**src/sv/lfu_pkg.sv**
```systemverilog
// Package for the LFU cache: widths, defaults, command codes.
// No dependencies.
`default_nettype none
package lfu_pkg;
  localparam int CAPACITY_DEF = 16;
  localparam int COUNT_WIDTH_DEF = 16;
  localparam int KEY_W = 32;
  localparam int CAP_CFG_W = 5;
  localparam logic CMD_GET = 1'b0;
  localparam logic CMD_PUT = 1'b1;
  localparam logic [CAP_CFG_W-1:0] CAP_RESET = 5'd16;

  typedef struct packed {
    logic cmd;
    logic signed [KEY_W-1:0] lookup_key;
    logic signed [KEY_W-1:0] store_value;
  } req_t;

  typedef struct packed {
    logic hit;
    logic signed [KEY_W-1:0] read_data;
    logic evicted;
    logic signed [KEY_W-1:0] evicted_key;
  } rsp_t;

  // controller -> datapath
  typedef struct packed {
    logic load;      // capture request, clear scan state
    logic scan;      // examine entry at scan index
    logic commit;    // apply update, build result
  } lfu_cmd_t;

  // datapath -> controller
  typedef struct packed {
    logic scan_done; // scan index is on the last entry
  } lfu_sts_t;
endpackage
`default_nettype wire

```
**src/sv/lfu_if.sv**
```systemverilog
// Valid/ready channel interface carrying a request or result payload.
// Depends on lfu_pkg.
`default_nettype none
interface lfu_req_if;
  import lfu_pkg::*;
  logic valid;
  logic ready;
  req_t data;
  modport source (output valid, output data, input ready);
  modport sink (input valid, input data, output ready);
endinterface

interface lfu_rsp_if;
  import lfu_pkg::*;
  logic valid;
  logic ready;
  rsp_t data;
  modport source (output valid, output data, input ready);
  modport sink (input valid, input data, output ready);
endinterface
`default_nettype wire

```
**src/sv/lfu_ctrl.sv**
```systemverilog
// Controller for the LFU cache: load, entry scan, commit, result hand-off.
// Depends on lfu_pkg.
`default_nettype none
module lfu_ctrl (
  input  wire logic           clk,
  input  wire logic           rst_n,
  input  wire logic           in_fire,
  input  wire logic           out_busy,
  input  wire lfu_pkg::lfu_sts_t sts,
  output lfu_pkg::lfu_cmd_t   cmd,
  output logic                idle
);
  import lfu_pkg::*;

  typedef enum logic [3:0] {
    S_IDLE   = 4'b0001,
    S_SCAN   = 4'b0010,
    S_COMMIT = 4'b0100,
    S_WAIT   = 4'b1000
  } state_t;

  state_t state_r, state_nxt;

  always_comb begin
    state_nxt = state_r;
    cmd = '0;
    case (state_r)
      S_IDLE: begin
        if (in_fire) begin
          cmd.load = 1'b1;
          state_nxt = S_SCAN;
        end
      end
      S_SCAN: begin
        cmd.scan = 1'b1;
        if (sts.scan_done) state_nxt = S_COMMIT;
      end
      S_COMMIT: begin
        if (!out_busy) begin
          cmd.commit = 1'b1;
          state_nxt = S_IDLE;
        end else begin
          state_nxt = S_WAIT;
        end
      end
      S_WAIT: begin
        if (!out_busy) begin
          cmd.commit = 1'b1;
          state_nxt = S_IDLE;
        end
      end
      default: state_nxt = S_IDLE;
    endcase
  end

  assign idle = (state_r == S_IDLE);

  always_ff @(posedge clk) begin
    if (!rst_n) begin
      state_r <= S_IDLE;
    end else begin
      state_r <= state_nxt;
    end
  end
endmodule
`default_nettype wire

```
**src/sv/lfu_dp.sv**
```systemverilog
// Datapath for the LFU cache: entry registers, serial match/victim/free scan,
// recency update and result register. Depends on lfu_pkg.
`default_nettype none
module lfu_dp #(
  parameter int CAPACITY    = lfu_pkg::CAPACITY_DEF,
  parameter int COUNT_WIDTH = lfu_pkg::COUNT_WIDTH_DEF
) (
  input  wire logic                           clk,
  input  wire logic                           rst_n,
  input  wire lfu_pkg::lfu_cmd_t              cmd,
  input  wire lfu_pkg::req_t                  req,
  input  wire logic [lfu_pkg::CAP_CFG_W-1:0]  cap_cfg,
  output lfu_pkg::lfu_sts_t                   sts,
  output lfu_pkg::rsp_t                       rsp
);
  import lfu_pkg::*;
  localparam int IW = (CAPACITY > 1) ? $clog2(CAPACITY) : 1;
  localparam int RW = $clog2(CAPACITY + 1);
  localparam logic [COUNT_WIDTH-1:0] CNT_MAX = '1;

  logic [CAPACITY-1:0] valid_r;
  logic [KEY_W-1:0] key_r [CAPACITY];
  logic [KEY_W-1:0] val_r [CAPACITY];
  logic [COUNT_WIDTH-1:0] cnt_r [CAPACITY];
  logic [RW-1:0] rank_r [CAPACITY];
  logic [RW-1:0] occ_r;

  req_t req_r;
  logic [IW-1:0] pos_r;
  logic hit_r, vic_ok_r, free_ok_r;
  logic [IW-1:0] hit_idx_r, vic_idx_r, free_idx_r;
  logic [COUNT_WIDTH-1:0] vic_cnt_r;
  logic [RW-1:0] vic_rank_r;

  // effective capacity, saturated to storage size
  logic [RW-1:0] cap_eff;
  always_comb begin
    if (32'(cap_cfg) > CAPACITY) cap_eff = RW'(CAPACITY);
    else cap_eff = RW'(cap_cfg);
  end

  // scan of one entry a cycle
  logic cur_v;
  logic better;
  assign cur_v = valid_r[pos_r];
  assign better = !vic_ok_r || (cnt_r[pos_r] < vic_cnt_r) ||
                  (cnt_r[pos_r] == vic_cnt_r && rank_r[pos_r] < vic_rank_r);

  // only looked at while scanning
  assign sts.scan_done = (32'(pos_r) == CAPACITY - 1);

  always_ff @(posedge clk) begin
    if (cmd.load) begin
      req_r <= req;
      pos_r <= '0;
      hit_r <= 1'b0;
      vic_ok_r <= 1'b0;
      free_ok_r <= 1'b0;
    end else if (cmd.scan) begin
      if (!sts.scan_done) pos_r <= pos_r + 1'b1;
      if (cur_v && key_r[pos_r] == req_r.lookup_key && !hit_r) begin
        hit_r <= 1'b1;
        hit_idx_r <= pos_r;
      end
      if (cur_v && better) begin
        vic_ok_r <= 1'b1;
        vic_idx_r <= pos_r;
        vic_cnt_r <= cnt_r[pos_r];
        vic_rank_r <= rank_r[pos_r];
      end
      if (!cur_v && !free_ok_r) begin
        free_ok_r <= 1'b1;
        free_idx_r <= pos_r;
      end
    end
  end

  // commit decisions
  logic is_put, do_touch, do_evict, do_ins;
  logic [IW-1:0] ins_idx;
  logic [RW-1:0] occ_mid, ref_rank;
  always_comb begin
    is_put = (req_r.cmd == CMD_PUT);
    do_touch = hit_r && (!is_put || cap_eff != '0);
    do_evict = is_put && cap_eff != '0 && !hit_r && occ_r >= cap_eff && vic_ok_r;
    do_ins = is_put && cap_eff != '0 && !hit_r;
    // victim slot is the lowest free one if no lower free slot exists
    if (do_evict && (!free_ok_r || vic_idx_r < free_idx_r)) ins_idx = vic_idx_r;
    else ins_idx = free_idx_r;
    occ_mid = do_evict ? occ_r - 1'b1 : occ_r;
    ref_rank = do_touch ? rank_r[hit_idx_r] : vic_rank_r;
    if (do_ins && !do_evict && !free_ok_r) do_ins = 1'b0;
  end

  always_ff @(posedge clk) begin
    if (!rst_n) begin
      valid_r <= '0;
      occ_r <= '0;
    end else if (cmd.commit) begin
      for (int j = 0; j < CAPACITY; j++) begin
        if (valid_r[j] && (do_touch || do_evict) && rank_r[j] > ref_rank)
          rank_r[j] <= rank_r[j] - 1'b1;
      end
      if (do_touch) begin
        rank_r[hit_idx_r] <= (occ_r != '0) ? occ_r - 1'b1 : '0;
        if (cnt_r[hit_idx_r] != CNT_MAX) cnt_r[hit_idx_r] <= cnt_r[hit_idx_r] + 1'b1;
        if (is_put) val_r[hit_idx_r] <= req_r.store_value;
      end
      // a victim slot reused by the insert stays valid
      if (do_evict && !(do_ins && ins_idx == vic_idx_r)) valid_r[vic_idx_r] <= 1'b0;
      if (do_ins) begin
        valid_r[ins_idx] <= 1'b1;
        key_r[ins_idx] <= req_r.lookup_key;
        val_r[ins_idx] <= req_r.store_value;
        cnt_r[ins_idx] <= COUNT_WIDTH'(1);
        rank_r[ins_idx] <= occ_mid;
        occ_r <= occ_mid + 1'b1;
      end else begin
        occ_r <= occ_mid;
      end
    end
  end

  always_ff @(posedge clk) begin
    if (cmd.commit) begin
      rsp.hit <= hit_r;
      rsp.read_data <= (!is_put && hit_r) ? val_r[hit_idx_r] : '0;
      rsp.evicted <= do_evict;
      rsp.evicted_key <= do_evict ? key_r[vic_idx_r] : '0;
    end
  end
endmodule
`default_nettype wire

```
**src/sv/lfu_cache_lru_tiebreak_top.sv**
```systemverilog
// Top level of the LFU cache with LRU tie break.
// Depends on lfu_pkg, lfu_if, lfu_ctrl and lfu_dp.
`default_nettype none
// A request is captured at its accepting edge, then the CAPACITY entries are
// scanned one a cycle (finding the match, the victim and the first free
// slot), and a commit step applies the update and loads the result
// register. The result becomes valid and the input is ready again in the
// same cycle; a new request is not taken until the last one is committed.
// A stalled output holds the commit until the previous result has been taken.
module lfu_cache_lru_tiebreak_top #(
  parameter int CAPACITY    = lfu_pkg::CAPACITY_DEF,
  parameter int COUNT_WIDTH = lfu_pkg::COUNT_WIDTH_DEF
) (
  input  wire logic                          clk,
  input  wire logic                          rst_n,
  lfu_req_if.sink                            in_ch,
  lfu_rsp_if.source                          out_ch,
  input  wire logic                          cfg_we,
  input  wire logic [lfu_pkg::CAP_CFG_W-1:0] cfg_wdata
);
  import lfu_pkg::*;

  logic [CAP_CFG_W-1:0] cap_r;
  logic out_valid_r;
  logic idle, in_fire, out_busy;
  lfu_cmd_t cmd;
  lfu_sts_t sts;

  always_ff @(posedge clk) begin
    if (!rst_n) cap_r <= CAP_RESET;
    else if (cfg_we) cap_r <= cfg_wdata;
  end

  assign in_ch.ready = idle;
  assign in_fire = in_ch.valid && in_ch.ready;
  assign out_busy = out_valid_r && !out_ch.ready;

  always_ff @(posedge clk) begin
    if (!rst_n) out_valid_r <= 1'b0;
    else if (cmd.commit) out_valid_r <= 1'b1;
    else if (out_ch.ready) out_valid_r <= 1'b0;
  end
  assign out_ch.valid = out_valid_r;

  lfu_ctrl u_ctrl (
    .clk, .rst_n, .in_fire, .out_busy, .sts, .cmd, .idle
  );

  lfu_dp #(.CAPACITY(CAPACITY), .COUNT_WIDTH(COUNT_WIDTH)) u_dp (
    .clk, .rst_n, .cmd, .req(in_ch.data), .cap_cfg(cap_r), .sts, .rsp(out_ch.data)
  );

  a_commit_after_scan: assert property (@(posedge clk) disable iff (!rst_n)
    (cmd.scan && sts.scan_done) |=> !in_ch.ready) else $error("request accepted mid-operation");
  a_no_lost_result: assert property (@(posedge clk) disable iff (!rst_n)
    cmd.commit |-> !out_busy) else $error("result overwritten");
  a_cmd_onehot: assert property (@(posedge clk) disable iff (!rst_n)
    $onehot0({cmd.load, cmd.scan, cmd.commit})) else $error("command overlap");
endmodule
`default_nettype wire

```
**src/flat_wrapper.sv**
```systemverilog
// flat-port wrapper written by rule: the top's interface ports become plain ports
module lfu_cache_lru_tiebreak_top_flat import lfu_pkg::*;
#(
  parameter int CAPACITY    = lfu_pkg::CAPACITY_DEF,
  parameter int COUNT_WIDTH = lfu_pkg::COUNT_WIDTH_DEF
)
  (clk, rst_n, cfg_we, cfg_wdata, in_ch_valid, in_ch_data, in_ch_ready, out_ch_valid, out_ch_data, out_ch_ready);
  lfu_req_if in_ch_i ();
  lfu_rsp_if out_ch_i ();
  input  wire logic clk;
  input  wire logic rst_n;
  input  wire logic cfg_we;
  input  wire logic [lfu_pkg::CAP_CFG_W-1:0] cfg_wdata;
  input wire logic [$bits(in_ch_i.valid)-1:0] in_ch_valid;
  input wire logic [$bits(in_ch_i.data)-1:0] in_ch_data;
  output wire logic [$bits(in_ch_i.ready)-1:0] in_ch_ready;
  output wire logic [$bits(out_ch_i.valid)-1:0] out_ch_valid;
  output wire logic [$bits(out_ch_i.data)-1:0] out_ch_data;
  input wire logic [$bits(out_ch_i.ready)-1:0] out_ch_ready;
  assign in_ch_i.valid = in_ch_valid;
  assign in_ch_i.data = in_ch_data;
  assign in_ch_ready = in_ch_i.ready;
  assign out_ch_valid = out_ch_i.valid;
  assign out_ch_data = out_ch_i.data;
  assign out_ch_i.ready = out_ch_ready;
  lfu_cache_lru_tiebreak_top #(.CAPACITY(CAPACITY), .COUNT_WIDTH(COUNT_WIDTH)) u_core (.clk(clk), .rst_n(rst_n), .in_ch(in_ch_i), .out_ch(out_ch_i), .cfg_we(cfg_we), .cfg_wdata(cfg_wdata));
endmodule
```
**config.mk**
```make
export PLATFORM = sky130hd
export DESIGN_NAME = lfu_cache_lru_tiebreak_top_flat
export DESIGN_NICKNAME = d
export VERILOG_FILES = /design/src/sv/lfu_pkg.sv /design/src/sv/lfu_if.sv /design/src/sv/lfu_ctrl.sv /design/src/sv/lfu_dp.sv /design/src/sv/lfu_cache_lru_tiebreak_top.sv /design/src/flat_wrapper.sv
export SDC_FILE = /design/constraint.sdc
export NUM_CORES = 2
export LEC_CHECK = 0
export BUFFER_PORTS_ARGS = -buffer_cell sky130_fd_sc_hd__buf_2
export CORE_MARGIN = 2
export CORE_UTILIZATION = 64
export DETAILED_ROUTE_END_ITERATION = 7
export PLACE_DENSITY_LB_ADDON = 0.08
export RECOVER_POWER = 25
export SLEW_MARGIN = 20
export SYNTH_ARGS = -nofsm -noshare
export SYNTH_HDL_FRONTEND = slang
export SYNTH_SLANG_ARGS = --single-unit
export TNS_END_PERCENT = 20
```
**constraint.sdc**
```tcl
create_clock -name clk -period 15.2 [get_ports clk]
set_input_delay 3.8 -clock clk [delete_from_list [all_inputs] [get_ports clk]]
set_output_delay 3.8 -clock clk [all_outputs]
set_load 0.01 [all_outputs]
```
==> qor_table.md <==
| Result | Reported | Unit |
|---|---|---|
| Result of the run | finished, final reports clean | - |
| Setup slack after placement | 5770 | ps |
| Number of enable-type register cells in the synthesized netlist | 1524 | - |
| Number of storage elements in the synthesis netlist | 1570 | - |
| Met2 Track Usage GR | 0.500 | - |
| Via count of the first global-routing pass | 39300 | - |
| Vias per std cell | 7.06 | - |
| Yosys top cell area share | 0.647 | - |
| TritonCTS Buffers | 160 | - |
| Count of placed standard cells including taps | 5130 | - |
| Most used routing layer in global routing | met2 | - |
| Worst hold margin | 548 | ps |
| Number of buffers added for setup after CTS | 0 | - |
| Core Footprint | 110000 | µm² |
| Total wire length after detailed routing | 177 | mm |
| Average size of a mapped cell | 19.5 | µm² |
| WP data required | 15570 | ps |
| Worst EP arrival | 8900 | ps |
| Worst setup EP type | flip-flop | - |
| Relative max-transition margin | 0.251 | - |
| Maximum clock insertion buffer count | 3 | - |
| Maximum fanout along the worst path | 34 | - |
| Yosys warning count | 0 | - |
| Path type of the worst min-delay path | reg -> reg | - |
| Total Die Area | 113000 | µm² |
| Standard-cell row count | 122 | - |
| Combinational Power Share | 0.030 | - |
| Starting DRC count in detailed routing | 4389 | - |
| Portion of the post-synthesis area used by sequential elements | 0.660 | - |
| Cts hold-fix bufs | 0 | - |
| Sw Pwr | 1.89 | mW |
| Global-route wire length before repair | 260 | mm |
| Effective utilization at floorplan | 0.642 | - |
| Die Width | 337 | µm |
| Post-synthesis cell area | 70800 | µm² |
| Count of port buffers added during placement | 142 | - |
| Synth Net Count | 3838 | - |
| Final cycle utilization of the critical path | 0.561 | - |
| Most numerous cell in the Yosys netlist | sky130_fd_sc_hd__edfxtp_1 | - |
| Max Fclk | 117 | MHz |
| TritonCTS clock tree | done | - |
| Synth top area cells | sky130_fd_sc_hd__edfxtp_1, sky130_fd_sc_hd__mux4_2, sky130_fd_sc_hd__ha_1, sky130_fd_sc_hd__mux2i_1, sky130_fd_sc_hd__dfxtp_1 | - |
| Met1 usage | 0.459 | - |
| All-layer global routing usage | 0.317 | - |
| Pre-antenna DRT Iters | 6 | - |
| Post-Layout Cell Count | 5433 | - |
| Final number of hold-violating endpoints | 0 | - |
| Grt total ovfl | 0 | - |
| Fraction of final layout cells with drive strength greater than 1 | 0.306 | - |
| # nets final | 4012 | - |
| Share of power burned in registers | 0.527 | - |
| Switching part of the total | 0.205 | - |
| Number of antenna violations at the first check in global routing | 6 | - |
| GR Util met3 | 0.0638 | - |
| Tightest Pin Transition | 1120 | ps |
| RSZ-0062 raised after global routing | no | - |
| Type of origin of the critical path | input port | - |
| Smallest setup slack after layout | 6670 | ps |
| Area grow syn2layout | 11.7 | % |
| Detailed Place HPWL | 104 | mm |
| # resized after CTS | 0 | - |
| Detailed-route DRC error count | 0 | - |
| Netlist cell types | 64 | - |
| Clock network fraction of design power | 0.443 | - |
| Minimum clock period after layout | 8530 | ps |
| Async set-reset flop share out of synthesis | 0 | - |
| Top FF cell, synth | sky130_fd_sc_hd__edfxtp_1 | - |
| Final total negative setup slack | 0 | ps |
| Number of max-capacitance violations reported | 0 | - |
| Worst voltage drop across the vdd grid | 0.000118 | V |
| # setup viols final | 0 | - |
| Placer Congestion | 0.909 | - |
| Total power per unit cell area | 117 | nW/µm² |
| Vertical die dimension | 337 | µm |
| Critical Setup Path Class | in -> reg | - |
| Top-level port count | 143 | - |
| Standard cell area after detailed placement | 73500 | µm² |
| Gate Count Post-Synth | 3634 | - |
| Count of antenna-violating nets left after detailed routing | 0 | - |
| Internal power | 7.33 | mW |
| Clock Sink Count | 1570 | - |
| Detailed-route wire length per cell | 32.5 | µm |
| Top cells by instance count after synthesis | sky130_fd_sc_hd__edfxtp_1, sky130_fd_sc_hd__mux4_2, sky130_fd_sc_hd__clkbuf_1, sky130_fd_sc_hd__mux2i_1, sky130_fd_sc_hd__ha_1 | - |
| Register clock-pin slew on the reported worst setup and hold paths | 60 | ps |
| Clock Skew | 24.4 | ps |
| Via count | 38400 | - |
| Cell type with the highest aggregate area in the netlist | sky130_fd_sc_hd__edfxtp_1 | - |
| Number of slew-limit violations in the final report | 0 | - |
| Clock insertion delay at the later pin of the skew report | 770 | ps |
| Maximum level of the CTS H-tree | 4 | - |
| Leakage power total | 25.2 | nW |
| Pin count of the biggest net entering global routing | 139 | - |
| Post-route standard cell area excluding fillers | 79100 | µm² |
| Buffer cell driving the clock tree root | sky130_fd_sc_hd__clkbuf_16 | - |
## cells in the final DEF (no fill, tap or decap), types with 70 or more instances in the layout
master / Yosys / final
sky130_fd_sc_hd__clkbuf_16: 0 / 166
sky130_fd_sc_hd__buf_2: 17 / 142
sky130_fd_sc_hd__mux2i_1: 139 / 138
sky130_fd_sc_hd__edfxtp_1: 1524 / 1524
sky130_fd_sc_hd__ha_1: 129 / 129
sky130_fd_sc_hd__mux4_2: 654 / 654
sky130_fd_sc_hd__nor2b_1: 96 / 89
sky130_fd_sc_hd__buf_4: 8 / 70
sky130_fd_sc_hd__nand2_1: 95 / 95
## metrics by stage
stage           util  total power [mW]
2_1_floorplan      -              5.11
6_report       0.718              9.21
4_1_cts        0.716              9.26
3_5_place_dp   0.667              5.22
3_3_place_gp   0.666              5.21
5_1_grt        0.717              9.45
## area by class of cell
type	count	area, µm²
diodes	3	7.51
clock buffers	198	4310
clock inverters	98	1170
fillers	6475	31100
inverters	71	269
multi-input cells	1783	23300
flip-flops and latches	1570	46700
well taps	1488	1860
repair buffers	222	1440
## path summary, 6_finish.rpt
| kind | from | end | slack (ps) | cells after the start |
|---|---|---|---|---|
| max reg2reg | flip-flop | u_core.u_dp.hit_idx_r[3] | 8910 | 11 |
| min reg2reg | u_core.cap_r[0] | u_core.cap_r[0] | 550 | 2 |
| max | out_ch_ready | u_core.u_dp.cnt_r[5][12] | 6670 | 11 |
| min | u_core.cap_r[0] | u_core.cap_r[0] | 550 | 2 |
## routing by layer
layer	vias up	routed length, µm
li1	15600	-
met1	20100	67500
met2	2300	85600
met3	344	18200
met4	4	5350
met5	-	30
## state kept, by name (all words and copies together) (netlist names), 16 cells and up, named ones only
register	count
u_core.u_dp.val_r	512
u_core.u_dp.rsp	66
u_core.u_dp.cnt_r	256
u_core.u_dp.rank_r	80
u_core.u_dp.valid_r	16
u_core.u_dp.key_r	512
u_core.u_dp.vic_cnt_r	16
u_core.u_dp.req_r	64
## cells by family (layout without fill, tap and decap cells)
kind of cell	Yosys count	count (layout)	share of synthesized area
other cells	0	3	0
xor+xnor	105	105	0.0130
mux	805	805	0.230
fa+ha+maj	129	129	0.0228
simple gates	488	488	0.0364
flops	1570	1570	0.660
compound gates	256	256	0.0229
buf+inv	281	589	0.0157
## power by group through the flow
stage / combinational, mW / sequential [mW] / clock (mW)
floorplan: 0.208 / 4.91 / 0
global placement: 0.273 / 4.94 / 0
detailed placement: 0.277 / 4.95 / 0
CTS: 0.279 / 4.86 / 4.12
global route: 0.295 / 4.86 / 4.29
finish: 0.277 / 4.86 / 4.08
## critical path: stages
cell                      delay, ps
sky130_fd_sc_hd__buf_2          150
sky130_fd_sc_hd__nor2b_1        120
sky130_fd_sc_hd__nor4_2         280
sky130_fd_sc_hd__buf_4          550
sky130_fd_sc_hd__nand2_1        270
sky130_fd_sc_hd__nor2_1         250
sky130_fd_sc_hd__and2_1         870
sky130_fd_sc_hd__a31oi_1        400
sky130_fd_sc_hd__a21oi_1        450
sky130_fd_sc_hd__nor2b_2        720
sky130_fd_sc_hd__nor2b_2       1020
Note: power is estimated with default switching activity, not from simulation.
